## src/design/ilirs_pkg.sv

```systemverilog
`timescale 1ns / 1ps
// ----------------------------------------------------------------------------
// ilirs_pkg
// Types, codes and helpers for the indexed list with insert, remove and sort.
// ----------------------------------------------------------------------------
package ilirs_pkg;

  localparam int DEPTH       = 64;
  localparam int VALUE_WIDTH = 32;
  localparam int POS_W       = 6;
  localparam int CNT_W       = 7;

  typedef logic signed [VALUE_WIDTH-1:0] value_t;
  typedef logic [POS_W-1:0]              pos_t;
  typedef logic [CNT_W-1:0]              cnt_t;

  localparam logic [2:0] OP_APPEND = 3'd0;
  localparam logic [2:0] OP_INSERT = 3'd1;
  localparam logic [2:0] OP_REMOVE = 3'd2;
  localparam logic [2:0] OP_READ   = 3'd3;
  localparam logic [2:0] OP_FIND   = 3'd4;
  localparam logic [2:0] OP_CLEAR  = 3'd5;
  localparam logic [2:0] OP_SORT   = 3'd6;

  localparam logic [1:0] ST_OK        = 2'd0;
  localparam logic [1:0] ST_FULL      = 2'd1;
  localparam logic [1:0] ST_BAD_POS   = 2'd2;
  localparam logic [1:0] ST_NOT_FOUND = 2'd3;

  localparam cnt_t DEPTH_CNT = cnt_t'(DEPTH);

  typedef struct packed {
    logic [2:0] op;
    pos_t       position;
    value_t     value;
  } in_item_t;

  typedef struct packed {
    value_t     read_value;
    pos_t       found_position;
    cnt_t       entry_count;
    logic [1:0] status;
  } out_item_t;

  // true when a belongs in front of b for the selected order
  function automatic logic goes_before(input value_t a, input value_t b, input logic desc);
    logic r;
    r = desc ? (a > b) : (a < b);
    return r;
  endfunction

endpackage

```

## src/design/indexed_list_insert_remove_sort_top.sv

```systemverilog
`timescale 1ns / 1ps
// ----------------------------------------------------------------------------
// indexed_list_insert_remove_sort_top
// Ordered list of up to 64 signed values with append, insert, remove, read,
// find, clear and selection sort, one result per transaction.
// ----------------------------------------------------------------------------
// The list lives in a 64 x 32 memory with one write port and one registered
// read port, walked by a small sequencer; one transaction is handled at a
// time and in_ready is high only while the sequencer waits for work. Every
// element visit reads the memory, then uses the registered data: insert and
// remove move one entry per visit, find compares one entry per visit until a
// match, and sort scans for the best entry from each position and swaps it
// in with two writes when it lies elsewhere. Append, clear, the unused op and
// any transaction refused by a check need no visit. Any result may also wait for out_ready.
// A new transaction is taken while the previous result still waits on the
// output register. The sort order register takes a write only while the
// sequencer is idle. No clearing pass runs after reset.
module indexed_list_insert_remove_sort_top import ilirs_pkg::*; (
  input  logic      clk,
  input  logic      rst,
  input  logic      in_valid,
  output logic      in_ready,
  input  in_item_t  in_data,
  output logic      out_valid,
  input  logic      out_ready,
  output out_item_t out_data,
  input  logic      cfg_valid,
  output logic      cfg_ready,
  input  logic      cfg_data
);

  localparam logic [3:0] S_IDLE       = 4'd0;
  localparam logic [3:0] S_INS_RD     = 4'd1;
  localparam logic [3:0] S_INS_WR     = 4'd2;
  localparam logic [3:0] S_REM_RD     = 4'd3;
  localparam logic [3:0] S_REM_WR     = 4'd4;
  localparam logic [3:0] S_RD_WAIT    = 4'd5;
  localparam logic [3:0] S_FIND_RD    = 4'd6;
  localparam logic [3:0] S_FIND_CMP   = 4'd7;
  localparam logic [3:0] S_SORT_I     = 4'd8;
  localparam logic [3:0] S_SORT_ILD   = 4'd9;
  localparam logic [3:0] S_SORT_JRD   = 4'd10;
  localparam logic [3:0] S_SORT_JCMP  = 4'd11;
  localparam logic [3:0] S_SORT_SWAP  = 4'd12;
  localparam logic [3:0] S_SORT_SWAP2 = 4'd13;
  localparam logic [3:0] S_FIN        = 4'd14;

  value_t mem [DEPTH];
  value_t mem_q;
  logic   mem_we;
  pos_t   mem_wa;
  value_t mem_wd;
  pos_t   mem_ra;

  logic [3:0] state, state_next;
  cnt_t       count, count_next;
  cnt_t       idx, idx_next;
  cnt_t       jdx, jdx_next;
  pos_t       best, best_next;
  value_t     best_val, best_val_next;
  value_t     i_val, i_val_next;
  in_item_t   cmd, cmd_next;
  value_t     rd_val, rd_val_next;
  pos_t       fpos, fpos_next;
  logic [1:0] status, status_next;
  logic       out_valid_next;
  out_item_t  out_data_next;
  logic       sort_descending;
  cnt_t       in_pos;
  cnt_t       cmd_pos;

  assign in_ready  = (state == S_IDLE);
  assign cfg_ready = (state == S_IDLE);
  assign in_pos    = {1'b0, in_data.position};
  assign cmd_pos   = {1'b0, cmd.position};

  always_ff @(posedge clk) begin
    if (mem_we) begin
      mem[mem_wa] <= mem_wd;
    end
    mem_q <= mem[mem_ra];
  end

  always_comb begin
    state_next     = state;
    count_next     = count;
    idx_next       = idx;
    jdx_next       = jdx;
    best_next      = best;
    best_val_next  = best_val;
    i_val_next     = i_val;
    cmd_next       = cmd;
    rd_val_next    = rd_val;
    fpos_next      = fpos;
    status_next    = status;
    out_valid_next = out_valid && !out_ready;
    out_data_next  = out_data;
    mem_we         = 1'b0;
    mem_wa         = '0;
    mem_wd         = '0;
    mem_ra         = '0;

    unique case (state)
      S_IDLE: begin
        if (in_valid) begin
          cmd_next    = in_data;
          rd_val_next = '0;
          fpos_next   = '0;
          status_next = ST_OK;
          state_next  = S_FIN;
          unique case (in_data.op)
            OP_APPEND: begin
              if (count == DEPTH_CNT) begin
                status_next = ST_FULL;
              end else begin
                mem_we     = 1'b1;
                mem_wa     = count[POS_W-1:0];
                mem_wd     = in_data.value;
                count_next = cnt_t'(count + cnt_t'(1));
              end
            end
            OP_INSERT: begin
              if (count == DEPTH_CNT) begin
                status_next = ST_FULL;
              end else if (in_pos > count) begin
                status_next = ST_BAD_POS;
              end else begin
                idx_next   = count;
                state_next = S_INS_RD;
              end
            end
            OP_REMOVE: begin
              if (in_pos >= count) begin
                status_next = ST_BAD_POS;
              end else begin
                idx_next   = in_pos;
                state_next = S_REM_RD;
              end
            end
            OP_READ: begin
              if (in_pos >= count) begin
                status_next = ST_BAD_POS;
              end else begin
                mem_ra     = in_data.position;
                state_next = S_RD_WAIT;
              end
            end
            OP_FIND: begin
              status_next = ST_NOT_FOUND;
              idx_next    = '0;
              state_next  = S_FIND_RD;
            end
            OP_CLEAR: begin
              count_next = '0;
            end
            OP_SORT: begin
              idx_next   = '0;
              state_next = S_SORT_I;
            end
            default: begin
            end
          endcase
        end
      end
      // shift up from the top, then drop the new value in
      S_INS_RD: begin
        if (idx > cmd_pos) begin
          mem_ra     = pos_t'(idx - cnt_t'(1));
          state_next = S_INS_WR;
        end else begin
          mem_we     = 1'b1;
          mem_wa     = cmd.position;
          mem_wd     = cmd.value;
          count_next = cnt_t'(count + cnt_t'(1));
          state_next = S_FIN;
        end
      end
      S_INS_WR: begin
        mem_we     = 1'b1;
        mem_wa     = idx[POS_W-1:0];
        mem_wd     = mem_q;
        idx_next   = cnt_t'(idx - cnt_t'(1));
        state_next = S_INS_RD;
      end
      S_REM_RD: begin
        if (cnt_t'(idx + cnt_t'(1)) < count) begin
          mem_ra     = pos_t'(idx + cnt_t'(1));
          state_next = S_REM_WR;
        end else begin
          count_next = cnt_t'(count - cnt_t'(1));
          state_next = S_FIN;
        end
      end
      S_REM_WR: begin
        mem_we     = 1'b1;
        mem_wa     = idx[POS_W-1:0];
        mem_wd     = mem_q;
        idx_next   = cnt_t'(idx + cnt_t'(1));
        state_next = S_REM_RD;
      end
      S_RD_WAIT: begin
        rd_val_next = mem_q;
        state_next  = S_FIN;
      end
      S_FIND_RD: begin
        if (idx < count) begin
          mem_ra     = idx[POS_W-1:0];
          state_next = S_FIND_CMP;
        end else begin
          state_next = S_FIN;
        end
      end
      S_FIND_CMP: begin
        if (mem_q == cmd.value) begin
          fpos_next   = idx[POS_W-1:0];
          status_next = ST_OK;
          state_next  = S_FIN;
        end else begin
          idx_next   = cnt_t'(idx + cnt_t'(1));
          state_next = S_FIND_RD;
        end
      end
      // selection sort: scan for the best from idx up, then swap it into idx
      S_SORT_I: begin
        if (cnt_t'(idx + cnt_t'(1)) < count) begin
          mem_ra     = idx[POS_W-1:0];
          state_next = S_SORT_ILD;
        end else begin
          state_next = S_FIN;
        end
      end
      S_SORT_ILD: begin
        best_next     = idx[POS_W-1:0];
        best_val_next = mem_q;
        i_val_next    = mem_q;
        jdx_next      = cnt_t'(idx + cnt_t'(1));
        state_next    = S_SORT_JRD;
      end
      S_SORT_JRD: begin
        if (jdx < count) begin
          mem_ra     = jdx[POS_W-1:0];
          state_next = S_SORT_JCMP;
        end else begin
          state_next = S_SORT_SWAP;
        end
      end
      S_SORT_JCMP: begin
        if (goes_before(mem_q, best_val, sort_descending)) begin
          best_next     = jdx[POS_W-1:0];
          best_val_next = mem_q;
        end
        jdx_next   = cnt_t'(jdx + cnt_t'(1));
        state_next = S_SORT_JRD;
      end
      S_SORT_SWAP: begin
        if (best != idx[POS_W-1:0]) begin
          mem_we     = 1'b1;
          mem_wa     = idx[POS_W-1:0];
          mem_wd     = best_val;
          state_next = S_SORT_SWAP2;
        end else begin
          idx_next   = cnt_t'(idx + cnt_t'(1));
          state_next = S_SORT_I;
        end
      end
      S_SORT_SWAP2: begin
        mem_we     = 1'b1;
        mem_wa     = best;
        mem_wd     = i_val;
        idx_next   = cnt_t'(idx + cnt_t'(1));
        state_next = S_SORT_I;
      end
      S_FIN: begin
        // hold here until the output register is free
        if (!out_valid || out_ready) begin
          out_data_next  = '{read_value: rd_val, found_position: fpos,
                             entry_count: count, status: status};
          out_valid_next = 1'b1;
          state_next     = S_IDLE;
        end
      end
      default: begin
        state_next = S_IDLE;
      end
    endcase
  end

  always_ff @(posedge clk) begin
    if (rst) begin
      state           <= S_IDLE;
      count           <= '0;
      out_valid       <= 1'b0;
      sort_descending <= 1'b0;
    end else begin
      state     <= state_next;
      count     <= count_next;
      out_valid <= out_valid_next;
      if (cfg_valid && cfg_ready) begin
        sort_descending <= cfg_data;
      end
    end
  end

  always_ff @(posedge clk) begin
    idx      <= idx_next;
    jdx      <= jdx_next;
    best     <= best_next;
    best_val <= best_val_next;
    i_val    <= i_val_next;
    cmd      <= cmd_next;
    rd_val   <= rd_val_next;
    fpos     <= fpos_next;
    status   <= status_next;
    out_data <= out_data_next;
  end

  a_count_range: assert property (@(posedge clk) disable iff (rst)
    count <= DEPTH_CNT)
    else $error("entry count above depth");

  a_one_at_a_time: assert property (@(posedge clk) disable iff (rst)
    (in_valid && in_ready) |=> !in_ready)
    else $error("second transaction taken while busy");

  a_clear_empties: assert property (@(posedge clk) disable iff (rst)
    (in_valid && in_ready && in_data.op == OP_CLEAR) |=> (count == '0))
    else $error("clear left entries");

  a_full_status: assert property (@(posedge clk) disable iff (rst)
    (out_valid && out_data.status == ST_FULL) |-> (out_data.entry_count == DEPTH_CNT))
    else $error("full status with room left");

endmodule

```

## config.mk

```make
export PLATFORM = sky130hd
export DESIGN_NAME = indexed_list_insert_remove_sort_top
export DESIGN_NICKNAME = d
export VERILOG_FILES = /design/src/design/ilirs_pkg.sv /design/src/design/indexed_list_insert_remove_sort_top.sv
export SDC_FILE = /design/constraint.sdc
export NUM_CORES = 2
export LEC_CHECK = 0
export ABC_AREA = 1
export CORE_MARGIN = 2
export CORE_UTILIZATION = 58
export DETAILED_ROUTE_END_ITERATION = 16
export DONT_BUFFER_PORTS = 1
export PLACE_DENSITY_LB_ADDON = 0.1
export SLEW_MARGIN = 20
export SYNTH_ARGS = -nofsm -noshare
export SYNTH_HDL_FRONTEND = slang
export SYNTH_SLANG_ARGS = --single-unit
export TNS_END_PERCENT = 50
```

## constraint.sdc

```tcl
create_clock -name clk -period 4.1 [get_ports clk]
set_input_delay 0.615 -clock clk [delete_from_list [all_inputs] [get_ports clk]]
set_output_delay 0.615 -clock clk [all_outputs]
set_load 0.02 [all_outputs]
```

==> Implementation_results.wiki <==
{| class="wikitable"
! Metric !! Value
|-
| CP Class || reg -> reg
|-
| Area fraction in compound gates after synthesis || 0.01427
|-
| Remaining global-route overflow || 0
|-
| Post-Place Cell Area || 112100 µm²
|-
| Startpoint type of the worst setup path || flop
|-
| Number of antenna-violating nets in the routed design || 0
|-
| Data required time at the worst endpoint || between 4000 and 5000 ps
|-
| I/O pins || between 90 and 100
|-
| Actual transition at the worst max-transition pin || roughly 1200 ps
|-
| Number of iterations in the first detailed-routing pass || 6
|-
| Floorplan die width || 423.5 µm
|-
| F_max || around 250 MHz
|-
| Cell variety after synth || 50
|-
| Root Buffer Master || clkbuf_16
|-
| Placer congestion estimate || 0.9410
|-
| Area occupied by registers || 68680 µm²
|-
| Global-route total usage across every layer || 0.3502
|-
| Worst Path Arrival || 4860 ps
|-
| Share of synthesized flip-flops with an asynchronous set or reset || 0
|-
| Number of nets in the synthesized netlist || around 9300
|-
| Commonest cells after routing, fill and taps aside || edfxtp_1, nand3_1, nand2_1
|-
| Fillers || 12020
|-
| Leakage || approximately 48 nW
|-
| Via count of the first global-routing pass || ~71000
|-
| Post-synthesis cell count || around 9000
|-
| Xor/xnor share of the synthesized area || 0.003604
|-
| Power after layout || 0.09064 W
|-
| Via count || 74410
|-
| Multiplexer fraction of the synthesized cell area || 0
|-
| Netlist area before placement || 102100 µm²
|-
| Largest family of logic cells by synthesized area || simple AND/OR/NAND/NOR gates
|-
| Average vias per placed instance || 6.083
|-
| Warnings from Yosys || 0
|-
| Power per cell area || 736.8 nW/µm²
|-
| Post-layout nets || about 10000
|-
| Largest cells by area after synthesis || edfxtp_1, nand3_1, nand3b_1
|-
| Initial antenna violation count || 15
|-
| Outcome || finished, final reports clean
|-
| Clk_skew || 24.54 ps
|-
| Worst IR Drop VDD || 0.0007190 V
|-
| Cell taking the most area after synthesis || edfxtp_1
|-
| Hold/Removal Path Class || in -> reg
|-
| Setup-failing EPs final || 0
|-
| Largest net degree at the start of global routing || between 60 and 70
|-
| MaxCap Viol Count || 0
|-
| Utilization after layout || 0.7054
|-
| Chip height || about 420 µm
|-
| Fraction of layout cells with a size suffix above 1 || 0.1497
|-
| R2R depth || 27
|-
| Setup slack of the worst register-to-register path || 60 ps
|-
| Clock-pin slew on the worst setup and hold paths || 60 ps
|-
| Total die area || 179400 µm²
|-
| Footprint of the multi-input gates || 27900 µm²
|-
| DRC marker count from the first detailed-route iteration || 11050
|-
| Wire length reported by the detailed router || 324900 µm
|-
| Average cell area after synthesis || between 10 and 15 µm²
|-
| Residual DRC count || 0
|-
| Primary FF master, synth || edfxtp_1
|-
| Number of core rows || around 150
|-
| CTS tree || done
|-
| Share of the synthesized area in the top cell type || 0.6640
|-
| Relative slew margins || 0.2060
|-
| Hold Path Cell Cnt || 3
|-
| Synth-to-Final Area Change || 20.53%
|-
| Initial Util || 0.5853
|-
| Number of pins with negative max-slew slack in the final report || 0
|-
| Wire length per cell after detailed routing || 26.56 µm
|-
| Critical path fanouts, max || 9
|-
| Sinks on Clock Net || 2302
|-
| CTS Buf Count || around 230
|-
| CP endpoint kind || flop
|-
| Insertion delay of the later-clocked pin in the worst-skew pair || 890 ps
|-
| Placeable core area || 174400 µm²
|-
| RSZ-0062 raised after global routing || true
|-
| Sequential-to-total area share from yosys stat || 0.6728
|-
| Post-detail-place hpwl || 196700 µm
|-
| Adder and majority cell fraction of the synthesized area || 0.008336
|-
| Time the worst path needs with I/O delays and setup || 4041 ps
|-
| Bufs on Longest Clock Path || 3
|-
| Area share of and/or/nand/nor cells after synthesis || 0.2250
|-
| Global-route wire length before repair || 462800 µm
|-
| Flops & latches, synth || 2302
|-
| Count of flip-flops with a built-in enable after synthesis || 2257
|-
| Final non-filler cell area || roughly 120000 µm²
|-
| Maximum level of the CTS H-tree || 4
|-
| Number of hold-slack violations in the final timing report || 0
|-
| Number of buffers inserted by port buffering || 0
|-
| Commonest non-fill, non-tap cell in the layout || edfxtp_1
|-
| Crit share post-route || 0.9855
|}
area by class of cell:
cell class | count | area share
diodes | 9 | 0.0001831
clock buffers | 309 | 0.05095
clock inverters | 121 | 0.008167
inverters | 1368 | 0.04212
multi-input cells | 4915 | 0.2268
flip-flops and latches | 2302 | 0.5582
well taps | 2325 | 0.02365
repair buffers | 883 | 0.08989
synth_stat cells, types with 18 or more instances:
cell type / number
dfxtp_1: 45
or2_1: 24
nor3_1: 18
buf_2: 344
xnor2_1: 21
nand4_1: 24
edfxtp_1: 2257
nand3_1: 2021
nand3b_1: 802
clkbuf_1: 151
ha_1: 68
a221oi_1: 18
nor2_1: 201
buf_1: 51
o21ai_0: 81
xor2_1: 21
a21oi_1: 51
nand2_1: 1451
inv_1: 1353
worst max-delay path, cell delays in order, from the launching register on:
cell and delay [ps]:
edfxtp_1 370, ha_2 200, nand4_1 110, nor2_1 150, xor2_1 220, inv_1 110, ha_4 230, nand2_2 80
inv_1 60, a21oi_2 140, buf_6 130, nand2_4 60, nor2_4 170, nand2_2 80, nand2_1 80, nor2_1 50
buf_4 140, nand2_8 190, buf_16 220, buf_12 150, buf_12 130, buf_6 120, nand3_1 110, nand3_2 120
nand3_4 100, nand3_4 100, nand3_4 180, nand2_1 110
power by group:
group / total [W] / leakage, nW / internal [W] / switching, W
logic: 0.0377 / 23.2 / 0.0127 / 0.0250
clock network: 0.0205 / 3.55 / 0.0115 / 0.00904
registers: 0.0324 / 21.2 / 0.0314 / 0.00104
total: 0.0906 / 47.9 / 0.0556 / 0.0351
logic make-up after synthesis:
group                    Yosys count
AND/OR/NAND/NOR                 4571
flip-flops                      2302
buffers and inverters           1930
AO/OA/AOI/OAI                    233
adder cells (fa/ha/maj)           68
XOR/XNOR                          42
final timing paths:
path	startpoint	to
hold reg to reg	fpos[4]$_SDFFCE_PN0P_	out_data[13]$_DFFE_PP_
setup reg to reg	idx[0]$_DFFE_PP_	mem_q[28]$_DFF_P_
setup / recovery	idx[0]$_DFFE_PP_	mem_q[28]$_DFF_P_
hold / removal	in_data[40]	status[0]$_SDFFCE_PP0P_
metal layers:
metal / GRT usage / vias to the layer above / wire length, µm
met3: 0.06358 / 784 / 38160
met2: 0.5390 / 4875 / 148200
met1: 0.4793 / 36080 / 120900
met4: 0.1834 / 4 / 17570
met5: 0 / - / 24
li1: - / 32670 / -
through the flow:
step / cells / hold slack, ps / TNS, ps / setup WS [ps]
finish: 12230 / 70.75 / 0 / 59.49
CTS: 12130 / 19.06 / -97.47 / -35.06
floorplan: 9146 / 400.3 / -86310 / -337.2
global placement: 11650 / 400.8 / -4564 / -433.7
detailed placement: 11650 / 405.2 / -3438 / -369.5
global route: 12220 / 63.46 / -1619 / -94.06
flip-flops by register name, indices dropped and copies added (netlist names), 7 cells and up:
| register | flops |
|---|---|
| mem | 2048 |
| out_data | 47 |
| cmd | 38 |
| best_val | 32 |
| i_val | 32 |
| mem_q | 32 |
| rd_val | 32 |
| count | 7 |
| idx | 7 |
| jdx | 7 |
what timing repair did:
item,in CTS,in global routing
endpoints found under the hold margin,52,0
pin swaps,2,40
cloned,2,25
resized for setup,84,272
endpoints found under the setup margin,31,283
hold buffers,42,0
setup buffers,6,69
Note: power is estimated with default switching activity, not from simulation.
